$ cat config.mk
export PLATFORM = sky130hd
export DESIGN_NAME = heading_rotation_p_controller
export DESIGN_NICKNAME = d
export VERILOG_FILES = /design/src/rtl/core/hrpc_pkg.sv /design/src/rtl/core/hrpc_cordic.sv /design/src/rtl/core/hrpc_tick.sv /design/src/rtl/core/heading_rotation_p_controller.sv
export SDC_FILE = /design/constraint.sdc
export NUM_CORES = 2
export LEC_CHECK = 0
export ABC_AREA = 1
export BUFFER_PORTS_ARGS = -buffer_cell sky130_fd_sc_hd__buf_4
export CAP_MARGIN = 10
export CORE_MARGIN = 3
export CORE_UTILIZATION = 65
export DETAILED_ROUTE_END_ITERATION = 8
export PLACE_DENSITY_LB_ADDON = 0.25
export SYNTH_ARGS = -nofsm -noshare
export SYNTH_HDL_FRONTEND = slang
export SYNTH_SLANG_ARGS = --single-unit
$ cat constraint.sdc
create_clock -name clock -period 9.1 [get_ports clock]
set_input_delay 0.455 -clock clock [delete_from_list [all_inputs] [get_ports clock]]
set_output_delay 0.455 -clock clock [all_outputs]
set_load 0.05 [all_outputs]
$ cat src/rtl/core/hrpc_pkg.sv
// Shared types, constants and the CORDIC angle table of the heading controller.
`timescale 1ns / 1ps

package hrpc_pkg;

   // Sizing of the heading path
   localparam int ANGLE_BITS   = 16;
   localparam int QUAT_BITS    = 16;
   localparam int CORDIC_STEPS = 16;

   localparam int QUAT_FRAC = QUAT_BITS - 2;
   localparam int PROD_W    = 2 * QUAT_BITS;          // one quaternion product
   localparam int SUM_W     = PROD_W + 1;             // sum of two products
   localparam int XY_W      = 2 * QUAT_BITS + 4;      // doubled sum plus CORDIC growth
   localparam int STEP_W    = $clog2(CORDIC_STEPS);
   localparam int ATAN_DEPTH = 24;
   localparam int ATAN_IDX_W = $clog2(ATAN_DEPTH);
   localparam int ATAN_SH    = 32 - ANGLE_BITS;

   // Fixed field widths
   localparam int ACC_W      = 32;
   localparam int RATE_W     = 24;
   localparam int GAIN_W     = 12;
   localparam int TOL_W      = 16;
   localparam int CSR_IDX_W  = 2;
   localparam int CSR_DATA_W = 32;

   localparam logic signed [ACC_W-1:0]  ACC_MAX  = {1'b0, {(ACC_W-1){1'b1}}};
   localparam logic signed [ACC_W-1:0]  ACC_MIN  = {1'b1, {(ACC_W-1){1'b0}}};
   localparam logic signed [RATE_W-1:0] RATE_MAX = {1'b0, {(RATE_W-1){1'b1}}};
   localparam logic signed [RATE_W-1:0] RATE_MIN = {1'b1, {(RATE_W-1){1'b0}}};

   localparam logic [GAIN_W-1:0] GAIN_RESET = GAIN_W'(384);
   localparam logic [TOL_W-1:0]  TOL_RESET  = TOL_W'(91);

   // Register indexes on the csr port
   localparam logic [CSR_IDX_W-1:0] CSR_TARGET = CSR_IDX_W'(0);
   localparam logic [CSR_IDX_W-1:0] CSR_GAIN   = CSR_IDX_W'(1);
   localparam logic [CSR_IDX_W-1:0] CSR_TOL    = CSR_IDX_W'(2);

   typedef enum logic [1:0] {
      KIND_START = 2'd0,
      KIND_ODOM  = 2'd1,
      KIND_TICK  = 2'd2
   } kind_type;

   typedef logic [ANGLE_BITS-1:0]     angle_type;
   typedef logic signed [QUAT_BITS-1:0] quat_type;
   typedef logic [ATAN_IDX_W-1:0]     atan_idx_type;

   typedef enum logic [1:0] {
      ST_IDLE,
      ST_YAW,
      ST_TICK,
      ST_PUSH
   } ctl_state_type;

   typedef enum logic [2:0] {
      CD_IDLE,
      CD_MUL,
      CD_SETUP,
      CD_ITER,
      CD_DONE
   } cordic_state_type;

   typedef struct packed {
      logic                       start;
      angle_type                  cur;
      angle_type                  prev;
      logic signed [ACC_W-1:0]    acc;
      logic signed [ACC_W-1:0]    target;
      logic [GAIN_W-1:0]          gain;
      logic [TOL_W-1:0]           tol;
   } tick_cmd_type;

   typedef struct packed {
      logic                       finish;
      logic signed [ACC_W-1:0]    acc;
      logic signed [ACC_W-1:0]    err;
      logic signed [RATE_W-1:0]   rate;
      logic                       done;
   } tick_res_type;

   typedef struct packed {
      logic      done;
      angle_type heading;
   } cordic_res_type;

   // atan(2^-i) in 2^32-per-turn units
   localparam logic [31:0] ATAN_TURN32 [ATAN_DEPTH] = '{
      32'h20000000, 32'h12E4051E, 32'h09FB385B, 32'h051111D4,
      32'h028B0D43, 32'h0145D7E1, 32'h00A2F61E, 32'h00517C55,
      32'h0028BE53, 32'h00145F2F, 32'h000A2F98, 32'h000517CC,
      32'h00028BE6, 32'h000145F3, 32'h0000A2FA, 32'h0000517D,
      32'h000028BE, 32'h0000145F, 32'h00000A30, 32'h00000518,
      32'h0000028C, 32'h00000146, 32'h000000A3, 32'h00000051
   };

   // Round the table entry to nearest at the heading resolution
   function automatic angle_type table_angle(input atan_idx_type idx);
      logic [32:0] t;
      t = {1'b0, ATAN_TURN32[idx]} + (33'd1 << (ATAN_SH - 1));
      return ANGLE_BITS'(t >> ATAN_SH);
   endfunction

endpackage

$ cat src/rtl/core/hrpc_cordic.sv
// Sequenced yaw unit: shared multiplier for the quaternion terms, then vectoring CORDIC.
`timescale 1ns / 1ps

module hrpc_cordic
   import hrpc_pkg::*;
(
   input  logic           clock,
   input  logic           reset,
   input  logic           start,
   input  quat_type       quat_w,
   input  quat_type       quat_x,
   input  quat_type       quat_y,
   input  quat_type       quat_z,
   output cordic_res_type res
);

   localparam logic [2:0] MUL_LAST = 3'd4;
   localparam logic [STEP_W-1:0] LAST_STEP = STEP_W'(CORDIC_STEPS - 1);
   localparam logic signed [XY_W-1:0] ONE_XY = XY_W'(1) << (2 * QUAT_FRAC);
   localparam angle_type HALF_TURN = angle_type'(1) << (ANGLE_BITS - 1);

   cordic_state_type state_ff, state_in;

   quat_type qw_ff, qx_ff, qy_ff, qz_ff;
   logic [2:0]               phase_ff, phase_in;
   logic [STEP_W-1:0]        step_ff, step_in;
   logic signed [PROD_W-1:0] prod_ff, prod_in;
   logic signed [SUM_W-1:0]  num_ff, num_in, den_ff, den_in;
   logic signed [XY_W-1:0]   x_ff, x_in, y_ff, y_in;
   angle_type                z_ff, z_in;
   logic                     zero_ff, zero_in;

   quat_type                 mul_a, mul_b;
   logic signed [XY_W-1:0]   num_x, den_x, xs, ys;
   angle_type                tab;

   // Next state
   always_comb begin
      state_in = state_ff;
      case (state_ff)
         CD_IDLE:  if (start) state_in = CD_MUL;
         CD_MUL:   if (phase_ff == MUL_LAST) state_in = CD_SETUP;
         CD_SETUP: state_in = CD_ITER;
         CD_ITER:  if (step_ff == LAST_STEP) state_in = CD_DONE;
         CD_DONE:  state_in = CD_IDLE;
         default:  state_in = CD_IDLE;
      endcase
   end

   // Outputs
   always_comb begin
      res.done    = (state_ff == CD_DONE);
      res.heading = zero_ff ? '0 : z_ff;
   end

   // Datapath
   always_comb begin
      case (phase_ff)
         3'd0:    begin mul_a = qw_ff; mul_b = qz_ff; end
         3'd1:    begin mul_a = qx_ff; mul_b = qy_ff; end
         3'd2:    begin mul_a = qy_ff; mul_b = qy_ff; end
         default: begin mul_a = qz_ff; mul_b = qz_ff; end
      endcase
      prod_in = mul_a * mul_b;

      phase_in = phase_ff;
      num_in   = num_ff;
      den_in   = den_ff;
      if (state_ff == CD_IDLE) begin
         phase_in = '0;
      end else if (state_ff == CD_MUL) begin
         phase_in = phase_ff + 3'd1;
         case (phase_ff)
            3'd1:    num_in = SUM_W'(prod_ff);
            3'd2:    num_in = num_ff + SUM_W'(prod_ff);
            3'd3:    den_in = SUM_W'(prod_ff);
            3'd4:    den_in = den_ff + SUM_W'(prod_ff);
            default: ;
         endcase
      end

      num_x = XY_W'(num_ff) <<< 1;
      den_x = ONE_XY - (XY_W'(den_ff) <<< 1);
      xs    = x_ff >>> step_ff;
      ys    = y_ff >>> step_ff;
      tab   = table_angle(atan_idx_type'(step_ff));

      x_in    = x_ff;
      y_in    = y_ff;
      z_in    = z_ff;
      zero_in = zero_ff;
      step_in = step_ff;
      if (state_ff == CD_SETUP) begin
         zero_in = (num_x == '0) && (den_x == '0);
         step_in = '0;
         if (den_x[XY_W-1]) begin
            x_in = -den_x;
            y_in = -num_x;
            z_in = HALF_TURN;
         end else begin
            x_in = den_x;
            y_in = num_x;
            z_in = '0;
         end
      end else if (state_ff == CD_ITER) begin
         step_in = step_ff + STEP_W'(1);
         if (!y_ff[XY_W-1]) begin
            x_in = x_ff + ys;
            y_in = y_ff - xs;
            z_in = z_ff + tab;
         end else begin
            x_in = x_ff - ys;
            y_in = y_ff + xs;
            z_in = z_ff - tab;
         end
      end
   end

   always_ff @(posedge clock) begin
      if (reset) begin
         state_ff <= CD_IDLE;
      end else begin
         state_ff <= state_in;
      end
   end

   always_ff @(posedge clock) begin
      if (start && state_ff == CD_IDLE) begin
         qw_ff <= quat_w;
         qx_ff <= quat_x;
         qy_ff <= quat_y;
         qz_ff <= quat_z;
      end
      phase_ff <= phase_in;
      prod_ff  <= prod_in;
      num_ff   <= num_in;
      den_ff   <= den_in;
      x_ff     <= x_in;
      y_ff     <= y_in;
      z_ff     <= z_in;
      zero_ff  <= zero_in;
      step_ff  <= step_in;
   end

endmodule

$ cat src/rtl/core/hrpc_tick.sv
// Control tick datapath: unwrap and accumulate, error, gain multiply, saturate.
`timescale 1ns / 1ps

module hrpc_tick
   import hrpc_pkg::*;
(
   input  logic         clock,
   input  logic         reset,
   input  tick_cmd_type cmd,
   output tick_res_type res
);

   localparam int TICK_STAGES = 5;
   localparam int MUL_W       = GAIN_W + 1 + ACC_W;
   localparam int FRAC_SH     = 8;

   logic [TICK_STAGES-1:0]   stage_ff, stage_in;
   logic signed [ACC_W-1:0]  acc_ff, acc_in, err_ff, err_in;
   logic                     done_ff, done_in;
   logic signed [MUL_W-1:0]  prod_ff, prod_in;
   logic signed [RATE_W-1:0] rate_ff, rate_in;

   angle_type                diff;
   logic signed [ACC_W:0]    acc_sum, err_sum;
   logic [ACC_W-1:0]         mag;
   logic [MUL_W-1:ACC_W-1]   prod_hi;

   always_comb begin
      stage_in = cmd.start ? TICK_STAGES'(1) : (stage_ff << 1);

      // Wrapped heading change, read as signed
      diff    = cmd.cur - cmd.prev;
      acc_sum = {{(ACC_W+1-ANGLE_BITS){diff[ANGLE_BITS-1]}}, diff}
              + {cmd.acc[ACC_W-1], cmd.acc};
      if (acc_sum[ACC_W] != acc_sum[ACC_W-1]) begin
         acc_in = acc_sum[ACC_W] ? ACC_MIN : ACC_MAX;
      end else begin
         acc_in = acc_sum[ACC_W-1:0];
      end

      err_sum = {cmd.target[ACC_W-1], cmd.target} - {acc_ff[ACC_W-1], acc_ff};
      if (err_sum[ACC_W] != err_sum[ACC_W-1]) begin
         err_in = err_sum[ACC_W] ? ACC_MIN : ACC_MAX;
      end else begin
         err_in = err_sum[ACC_W-1:0];
      end

      mag     = err_ff[ACC_W-1] ? (~err_ff + ACC_W'(1)) : err_ff;
      done_in = mag < {{(ACC_W-TOL_W){1'b0}}, cmd.tol};
      prod_in = $signed({1'b0, cmd.gain}) * err_ff;

      prod_hi = prod_ff[MUL_W-1:ACC_W-1];
      if (done_ff) begin
         rate_in = '0;
      end else if ((&prod_hi) || !(|prod_hi)) begin
         rate_in = prod_ff[ACC_W-1:FRAC_SH];
      end else begin
         rate_in = prod_ff[MUL_W-1] ? RATE_MIN : RATE_MAX;
      end
   end

   always_ff @(posedge clock) begin
      if (reset) begin
         stage_ff <= '0;
      end else begin
         stage_ff <= stage_in;
      end
   end

   always_ff @(posedge clock) begin
      if (stage_ff[0]) acc_ff <= acc_in;
      if (stage_ff[1]) err_ff <= err_in;
      if (stage_ff[2]) begin
         done_ff <= done_in;
         prod_ff <= prod_in;
      end
      if (stage_ff[3]) rate_ff <= rate_in;
   end

   assign res.finish = stage_ff[TICK_STAGES-1];
   assign res.acc    = acc_ff;
   assign res.err    = err_ff;
   assign res.rate   = rate_ff;
   assign res.done   = done_ff;

endmodule

$ cat src/rtl/core/heading_rotation_p_controller.sv
// Top level of the proportional heading controller: sequencer, state, csr and result register.
`timescale 1ns / 1ps

// Proportional heading controller. Odometry transactions (kind 1) carry a Q1.14
// quaternion; the block derives yaw with a vectoring CORDIC and stores it as a
// binary angle, 2^ANGLE_BITS units per turn. A start transaction (kind 0) clears
// the accumulated rotation, latches the current heading as the reference and arms
// the controller. A tick (kind 2) while armed adds the wrapped heading change to a
// saturating 32-bit accumulator and returns one result: remaining angle, rate
// command (gain Q4.8 times error, saturated to 24 bits) and done; done returns a
// zero rate and disarms. Ticks while disarmed and kind 3 are dropped silently.
// One transaction is processed at a time and req_stall is high while it runs.
// An odometry transaction passes through the accept cycle, four products through
// the single shared 16x16 multiplier, an accumulate and a setup step, the CORDIC
// iterations and a handoff step. A tick passes through the accept cycle, the
// five-stage tick datapath and the push into the result register, which waits if
// the previous result is still stalled there. Start and dropped transactions
// complete on acceptance. The result register lets the next transaction in while
// a result waits to be taken. Configuration is written through
// csr_we / csr_index / csr_wdata and must only change while the block is idle.

module heading_rotation_p_controller
   import hrpc_pkg::*;
(
   input  logic                        clock,
   input  logic                        reset,

   input  logic                        csr_we,
   input  logic [CSR_IDX_W-1:0]        csr_index,
   input  logic [CSR_DATA_W-1:0]       csr_wdata,

   input  logic                        req_valid,
   output logic                        req_stall,
   input  logic [1:0]                  req_kind,
   input  logic signed [QUAT_BITS-1:0] req_quat_w,
   input  logic signed [QUAT_BITS-1:0] req_quat_x,
   input  logic signed [QUAT_BITS-1:0] req_quat_y,
   input  logic signed [QUAT_BITS-1:0] req_quat_z,

   output logic                        rsp_valid,
   input  logic                        rsp_stall,
   output logic signed [ACC_W-1:0]     rsp_angle_to_go,
   output logic signed [RATE_W-1:0]    rsp_angular_rate,
   output logic                        rsp_done_res
);

   ctl_state_type state_ff, state_in;

   // Configuration registers
   logic signed [ACC_W-1:0] target_ff, target_in;
   logic [GAIN_W-1:0]       gain_ff, gain_in;
   logic [TOL_W-1:0]        tol_ff, tol_in;

   // Controller state
   angle_type               cur_ff, cur_in;
   angle_type               prev_ff, prev_in;
   logic signed [ACC_W-1:0] acc_ff, acc_in;
   logic                    running_ff, running_in;

   // Result register
   logic                     rsp_valid_ff, rsp_valid_in;
   logic signed [ACC_W-1:0]  rsp_err_ff;
   logic signed [RATE_W-1:0] rsp_rate_ff;
   logic                     rsp_done_ff;

   logic accept, cordic_start, tick_start, start_rot, push;

   cordic_res_type cres;
   tick_cmd_type   tcmd;
   tick_res_type   tres;

   hrpc_cordic u_cordic (
      .clock  (clock),
      .reset  (reset),
      .start  (cordic_start),
      .quat_w (req_quat_w),
      .quat_x (req_quat_x),
      .quat_y (req_quat_y),
      .quat_z (req_quat_z),
      .res    (cres)
   );

   assign tcmd.start  = tick_start;
   assign tcmd.cur    = cur_ff;
   assign tcmd.prev   = prev_ff;
   assign tcmd.acc    = acc_ff;
   assign tcmd.target = target_ff;
   assign tcmd.gain   = gain_ff;
   assign tcmd.tol    = tol_ff;

   hrpc_tick u_tick (
      .clock (clock),
      .reset (reset),
      .cmd   (tcmd),
      .res   (tres)
   );

   // Sequencer outputs: decode the accepted transaction, push when the result slot frees
   always_comb begin
      req_stall    = (state_ff != ST_IDLE);
      accept       = req_valid && (state_ff == ST_IDLE);
      cordic_start = 1'b0;
      tick_start   = 1'b0;
      start_rot    = 1'b0;
      if (accept) begin
         case (req_kind)
            KIND_START: start_rot    = 1'b1;
            KIND_ODOM:  cordic_start = 1'b1;
            KIND_TICK:  tick_start   = running_ff;
            default:    ;
         endcase
      end
      push = (state_ff == ST_PUSH) && (!rsp_valid_ff || !rsp_stall);
   end

   // Sequencer next state
   always_comb begin
      state_in = state_ff;
      case (state_ff)
         ST_IDLE: begin
            if (cordic_start) begin
               state_in = ST_YAW;
            end else if (tick_start) begin
               state_in = ST_TICK;
            end
         end
         ST_YAW:  if (cres.done) state_in = ST_IDLE;
         ST_TICK: if (tres.finish) state_in = ST_PUSH;
         ST_PUSH: if (push) state_in = ST_IDLE;
         default: state_in = ST_IDLE;
      endcase
   end

   // Register updates
   always_comb begin
      target_in = target_ff;
      gain_in   = gain_ff;
      tol_in    = tol_ff;
      if (csr_we) begin
         case (csr_index)
            CSR_TARGET: target_in = csr_wdata;
            CSR_GAIN:   gain_in   = csr_wdata[GAIN_W-1:0];
            CSR_TOL:    tol_in    = csr_wdata[TOL_W-1:0];
            default:    ;
         endcase
      end

      cur_in     = (state_ff == ST_YAW && cres.done) ? cres.heading : cur_ff;
      prev_in    = prev_ff;
      acc_in     = acc_ff;
      running_in = running_ff;
      if (start_rot) begin
         // restart from the current heading
         prev_in    = cur_ff;
         acc_in     = '0;
         running_in = 1'b1;
      end else if (push) begin
         prev_in    = cur_ff;
         acc_in     = tres.acc;
         running_in = !tres.done;
      end

      // hold the result while stalled, drop it once taken
      rsp_valid_in = push ? 1'b1 : (rsp_valid_ff && rsp_stall);
   end

   always_ff @(posedge clock) begin
      if (reset) begin
         state_ff     <= ST_IDLE;
         target_ff    <= '0;
         gain_ff      <= GAIN_RESET;
         tol_ff       <= TOL_RESET;
         cur_ff       <= '0;
         prev_ff      <= '0;
         acc_ff       <= '0;
         running_ff   <= 1'b0;
         rsp_valid_ff <= 1'b0;
      end else begin
         state_ff     <= state_in;
         target_ff    <= target_in;
         gain_ff      <= gain_in;
         tol_ff       <= tol_in;
         cur_ff       <= cur_in;
         prev_ff      <= prev_in;
         acc_ff       <= acc_in;
         running_ff   <= running_in;
         rsp_valid_ff <= rsp_valid_in;
      end
   end

   always_ff @(posedge clock) begin
      if (push) begin
         rsp_err_ff  <= tres.err;
         rsp_rate_ff <= tres.rate;
         rsp_done_ff <= tres.done;
      end
   end

   assign rsp_valid        = rsp_valid_ff;
   assign rsp_angle_to_go  = rsp_err_ff;
   assign rsp_angular_rate = rsp_rate_ff;
   assign rsp_done_res     = rsp_done_ff;

endmodule

Yosys cells after proc, flatten, opt, wreduce, memory -nomap -nowiden

Memories as Yosys holds them, arrays and structs flattened.
Index checks and enable logic that the tools add are counted.

Register bits: 585
Bits in latches: 0
Bits in writable memories: 0
Bits in read-only memories: 1,024
Input port bits: 105
Word-level logic and storage cells: 170
Memories kept: 1

Memory list:

| name            | depth | bits a word | read ports | clocked after memory_dff | wr ports | RTL line        | text |
|---|---|---|---|---|---|---|---|
| (no name shown) | 32    | 32          | 1          | 0                        | 0        | hrpc_pkg.sv:102 | `t = {1'b0, ATAN_TURN32[idx]} + (33'd1 << (ATAN_SH - 1));` |

$add $sub $neg: 18
Multiply operators: 2
Divide/modulo/power cells: 0
Order comparisons: 2
Equal/unequal tests: 25
Shift-type cells: 2
Muxes and demuxes: 48
Bitwise operators: 3
Reductions and logical operators: 36

Operator list:

| kind                                                                  | number |
|---|---|
| 36-bit two-way mux                                                    | 8 |
| 32-bit two-way mux                                                    | 7 |
| 33-bit case mux with 2 select lines                                   | 2 |
| 16-bit two-way mux                                                    | 8 |
| 36-bit adder                                                          | 2 |
| 36-bit logical NOT                                                    | 2 |
| 36-bit by 4-bit >>> shifter with 36-bit output                        | 2 |
| 36-bit subtractor                                                     | 2 |
| 33-bit by 32-bit adder with 33-bit output                             | 2 |
| 24-bit two-way mux                                                    | 2 |
| 16-bit case mux with 3 select lines                                   | 1 |
| 13-bit by 32-bit multiplier with 45-bit output                        | 1 |
| 34-bit negation with 36-bit output                                    | 1 |
| 36-bit negation                                                       | 1 |
| 30-bit by 34-bit subtractor with 35-bit output (first input constant) | 1 |
| 16-bit by 32-bit adder with 33-bit output                             | 1 |
| 32-bit by 32-bit subtractor with 33-bit output                        | 1 |
| 32-bit by 16-bit adder with 32-bit output (second input constant)     | 1 |
| 32-bit by 2-bit adder with 32-bit output (second input constant)      | 1 |
| 32-bit by 16-bit < comparator with 1-bit output                       | 1 |
| 16-bit by 16-bit multiplier with 32-bit output                        | 1 |
| 32-bit NOT                                                            | 1 |
| 16-bit subtractor                                                     | 2 |
| 16-bit adder                                                          | 1 |
| other kinds (32)                                                      | 84 |

Longest topological paths before layout

Word-level depth: 9
Depth in mapped cells: 37
Mapped depth without buffers: 35

Cells and area by module

Synthesis repeated with hierarchy kept, for this count alone.

Cells, all modules: 9,361
Area, all modules: 68,713.4 um^2

Modules (own cells, without submodules):

| module                        | times used | cells an instance | area an instance (um^2) | seq. area each (um^2) |
|---|---|---|---|---|
| hrpc_cordic                   | 1          | 5,273             | 37,085.6                | 7,417.1 |
| hrpc_tick                     | 1          | 3,439             | 25,253.0                | 3,883.7 |
| heading_rotation_p_controller | 1          | 649               | 6,374.9                 | 4,274.1 |

Worst setup path before layout

Ideal clock, no wire load.

Kind: reg2reg
Start: register u_cordic.phase_ff[1]
End: register u_cordic.prod_ff[29]
Arrival: 6.734 ns
Path slack: 2.247 ns
Stages on the path, launching flop included: 29
Path buffers: 1
Cell sequence: dfxtp_1 inv_1 ha_1 nand2_1 clkinv_1 nor2_2 inv_1 nor2_2 inv_1 o21ai_0 clkbuf_1 nor2_1 fa_1 fa_1 fa_1 fa_1 fa_1 inv_1 fa_1 inv_1 ha_1 nand2_1 nor4_1 nand3_1 nand3_1 nand2_1 nand2_1 a31oi_1 xnor2_1

Word-level cells in the longest chain between the ends: 4
Elaborated cells on any way between the ends: 7
Those cells by class: mul (1); eq/ne (2); mux (2); reduce/logical (2)

Ends and longest elaborated chain:

| element                                                                                                     | RTL line           | text |
|---|---|---|
| start, declared                                                                                             | hrpc_cordic.sv:25  | `logic [2:0] phase_ff, phase_in;` |
| start signal, assigned                                                                                      | hrpc_cordic.sv:134 | `phase_ff <= phase_in;` |
| 3-bit by 1-bit == test with 1-bit output / 3-bit by 2-bit == test with 1-bit output (equally long branches) | hrpc_cordic.sv:58  | `case (phase_ff)` |
| 2-bit OR reduction (no line)                                                                                | --                 |  |
| 16-bit two-way mux                                                                                          | hrpc_cordic.sv:58  |  |
| 16-bit by 16-bit multiplier with 32-bit output (*)                                                          | hrpc_cordic.sv:64  | `prod_in = mul_a * mul_b;` |
| net u_cordic.prod_in[29]                                                                                    | hrpc_cordic.sv:27  | `logic signed [PROD_W-1:0] prod_ff, prod_in;` |
| end signal, assigned                                                                                        | hrpc_cordic.sv:135 | `prod_ff <= prod_in;` |
| end, declared                                                                                               | hrpc_cordic.sv:27  |  |

The timed path passes the listed nets; every way through them passes the cells marked *.
A chain may end at the register's enable or synchronous reset.

Worst setup path in the final report

Same ends and word-level chain as after synthesis.

==> summary.md <==
| Metric | Value |
|---|---|
| Nets | 10400 |
| Setup WS post-layout | 0.391 ns |
| Grt total ovfl | 0 |
| Fin. max-slew vios | 0 |
| Crit path max-delay family | adder cells |
| Worst path required time | 9.62 ns |
| Vias | 63500 |
| Global Route Usage Sum | 39.4% |
| PD cells | 398 nW/um2 |
| Setup crit start | u_cordic.phase_ff[1] |
| Worst r2r src | u_cordic.phase_ff[1] |
| YS warnings | 0 |
| Ys async rst share | 0% |
| WHS | 0.0221 ns |
| Final ANT Viol Nets | 0 |
| Setup Viol. Count Final | 0 |
| H-tree lvl count | 3 |
| Clock-pin slew of the registers on the worst-case setup and hold paths | 0.06 ns |
| Place WS | 0.595 ns |
| Fin crit period | 8.71 ns |
| Die height | 327 um |
| Pin count of the biggest net entering global routing | 88 |
| Clk_lat worst skew | 0.69 ns |
| Most used cell, CP | inv_1 |
| RePlAce Congestion | 1.03 |
| Post-Synthesis Cell Area | 66800 um2 |
| WL per Instance | 20.2 um |
| Storage element area | 15600 um2 |
| EDFF count, synth | 402 |
| FF+latch count, synth | 577 |
| Slew headroom | 14.7% |
| Die width | 327 um |
| Worst Skew | 0.0645 ns |
| Vias in the first global route | 61700 |
| Syn_area_per_cell | 7.32 um2 |
| Cells after Synth | 9127 |
| Reg2Reg Depth | 29 |
| Worst hold path type | in2reg |
| Worst Tran Pin Value | 1.28 ns |
| Status | finished, violations left |
| Core Area | 101000 um2 |
| Most frequent cells in the layout | nand2_1, inv_1, nor2_1 |
| Die area | 107000 um2 |
| Rows | 116 |
| Share of cells above drive strength 1 | 5.03% |
| Startpoint types | flip-flop |
| DP HPWL | 167000 um |
| Routed vias/inst | 5.98 |
| IO Port Bufs | 163 |
| Violated checks | design-rule violations |
| Post-Route WL | 214000 um |
| First-pass GRT wire length | 333000 um |
| Synth Net Count | 10300 |
| RR Endpoint | u_cordic.prod_ff[29] |
| Layout area overhead | 8.14% |
| Sequential fraction of the synthesis area | 23.3% |
| Period utilization | 95.7% |
| RSZ-0062 raised after global routing | no |
| CTS tree | yes |
| Worst Path Buf+Inv | 9 |
| Peak Freq | 115 MHz |
| Crit path capture type | flip-flop |
| Initial antenna violation count | 5 |
| Crit Path Max Fanout | 30 |
| Commonest non-fill, non-tap cell in the layout | nand2_1 |
| Ys flop type | edfxtp_1 |
| Clock Root Buffer | clkbuf_16 |
| WS Path Type | reg2reg |
| DR pass1 iterations | 9 |
| CP peak stage delay | 0.82 ns |
| Initial DRC count | 7610 |
| # DRC | 9 |
| Lkg Pwr | 35.7 nW |
| Final hold violation count | 0 |
| Levels on crit path | 29 |
| Worst reg2reg setup slack | 0.39 ns |
| Fin Setup TNS | 0 ns |
| CTS Sinks | 577 |
| Fillers | 7988 |
| Clk buf depth | 3 |
| Initial Utilization | 66.1% |
| Cell at the slowest stage of the critical path | fa_1 |
| CP endpoint | u_cordic.prod_ff[29] |
| Yosys cell types | 62 |
| Maxcap violations | 0 |
| Max IR drop VDD | 1.09 mV |
| Arrival time at the worst endpoint | 9.22 ns |
| I/O Pins | 164 |
| Num CTS Buffers | 69 |
| Multi-input logic area | 44100 um2 |
cell usage after synthesis, drive strengths merged (2+ instances only):
| cell | count | share of area, % |
|---|---|---|
| o21a | 22 | 0.25 |
| o211ai | 26 | 0.29 |
| clkbuf | 197 | 1.1 |
| nor3 | 81 | 0.61 |
| edfxtp | 402 | 18 |
| o2111ai | 10 | 0.13 |
| or2 | 49 | 0.46 |
| dfxtp | 175 | 5.2 |
| fa | 607 | 18 |
| clkinv | 10 | 0.056 |
| nand3b | 19 | 0.21 |
| o22ai | 10 | 0.094 |
| a31o | 3 | 0.039 |
| a221oi | 12 | 0.16 |
| xor2 | 177 | 2.3 |
| nand4 | 81 | 0.76 |
| nor3b | 3 | 0.041 |
| a21oi | 552 | 4.1 |
| ha | 437 | 8.2 |
| o221ai | 2 | 0.026 |
| buf | 94 | 0.72 |
| a31oi | 54 | 0.51 |
| o31ai | 10 | 0.12 |
| a22o | 5 | 0.066 |
| nand2 | 2280 | 13 |
| o21bai | 27 | 0.30 |
| nand3 | 642 | 4.8 |
| a211oi | 13 | 0.15 |
| xnor2 | 104 | 1.4 |
| nor2 | 847 | 4.8 |
| a21o | 38 | 0.43 |
| a21boi | 16 | 0.18 |
| o21ai | 510 | 3.9 |
| and2 | 7 | 0.066 |
| inv | 1559 | 8.8 |
| and3 | 6 | 0.056 |
| nor4 | 31 | 0.30 |
what timing repair did:
action	in CTS	in global routing
gates resized for setup	0	1
hold buffers	69	0
endpoints found under the hold margin	69	0
buffers inserted	0	0
setup endpoints to repair	0	1
registers in the layout (all words and copies together), names as in the netlist, 24 cells and up:
signal,count
u_tick.rate_ff,24
u_cordic.y_ff,36
rsp_angular_rate,24
u_cordic.x_ff,36
u_tick.acc_ff,32
u_cordic.prod_ff,32
rsp_angle_to_go,32
u_tick.prod_ff,37
u_cordic.num_ff,33
acc_ff,32
u_tick.err_ff,32
u_cordic.den_ff,33
target_ff,32
layer usage:
metal  GRT usage [%]  part of all wire, %  routed length, um
met5               0                0.019                 41
met1            54.2                   40              85100
met4            15.0                  4.2               8980
met2            61.1                   44              94500
met3            8.95                   12              25700
where the power goes:
group,switching (mW),internal (mW)
registers,0.240,3.57
clock network,1.26,1.70
logic,13.9,8.04
total,15.4,13.3
worst register-to-register path: cells and delay by family, from the launching register on:
kind	cells	cell delay, ns
adder cells (fa/ha/maj)	8	3.93
AND/OR/NAND/NOR	9	1.75
buffers and inverters	9	1.67
AO/OA/AOI/OAI	2	0.72
XOR/XNOR	1	0.14
flip-flops	1	0.36
area by class of cell:
| class | instances | share of cell area (%) |
|---|---|---|
| multi-input cells | 6690 | 61.1 |
| flip-flops and latches | 577 | 21.6 |
| well taps | 1357 | 2.35 |
| inverters | 1569 | 8.16 |
| clock buffers | 84 | 2.60 |
| diodes | 2 | 0.00693 |
| repair buffers | 306 | 3.45 |
| clock inverters | 40 | 0.738 |
through the flow:
step | util, % | instances | area [um2] | power (mW)
final | 71.5 | 10600 | 72200 | 28.7
after global routing | 71.5 | 10600 | 72200 | 31.7
after CTS | 71.4 | 10600 | 72200 | 28.4
after detailed placement | 68.4 | 10400 | 69100 | 25.3
after global placement | 68.4 | 10400 | 69100 | 24.9
after floorplan | - | 9127 | 66800 | 20.0
worst min-delay path by stage:
stage | start | end | slack, ns | cells after the start
4_1_cts | csr_wdata[26] | target_ff[26] | 0.0003 | 3
3_5_place_dp | u_tick.rate_ff[6] | rsp_angular_rate[6] | 0.41 | 0
3_3_place_gp | u_tick.rate_ff[21] | rsp_angular_rate[21] | 0.40 | 0
5_1_grt | csr_wdata[26] | target_ff[26] | 0.02 | 3
6_report | csr_wdata[26] | target_ff[26] | 0.02 | 3
2_1_floorplan | u_tick.rate_ff[0] | rsp_angular_rate[0] | 0.40 | 0
logic make-up after synthesis:
logic type,count (synthesis),share of synthesized area (%)
and+or+nand+nor,4048,25.0
buffers and inverters,1860,10.7
AOI/OAI and AO/OA,1317,10.9
adders and majority gates,1044,26.4
DFF,577,23.3
xor gates and xnor gates,281,3.70
(Power assumes the default switching activity.)
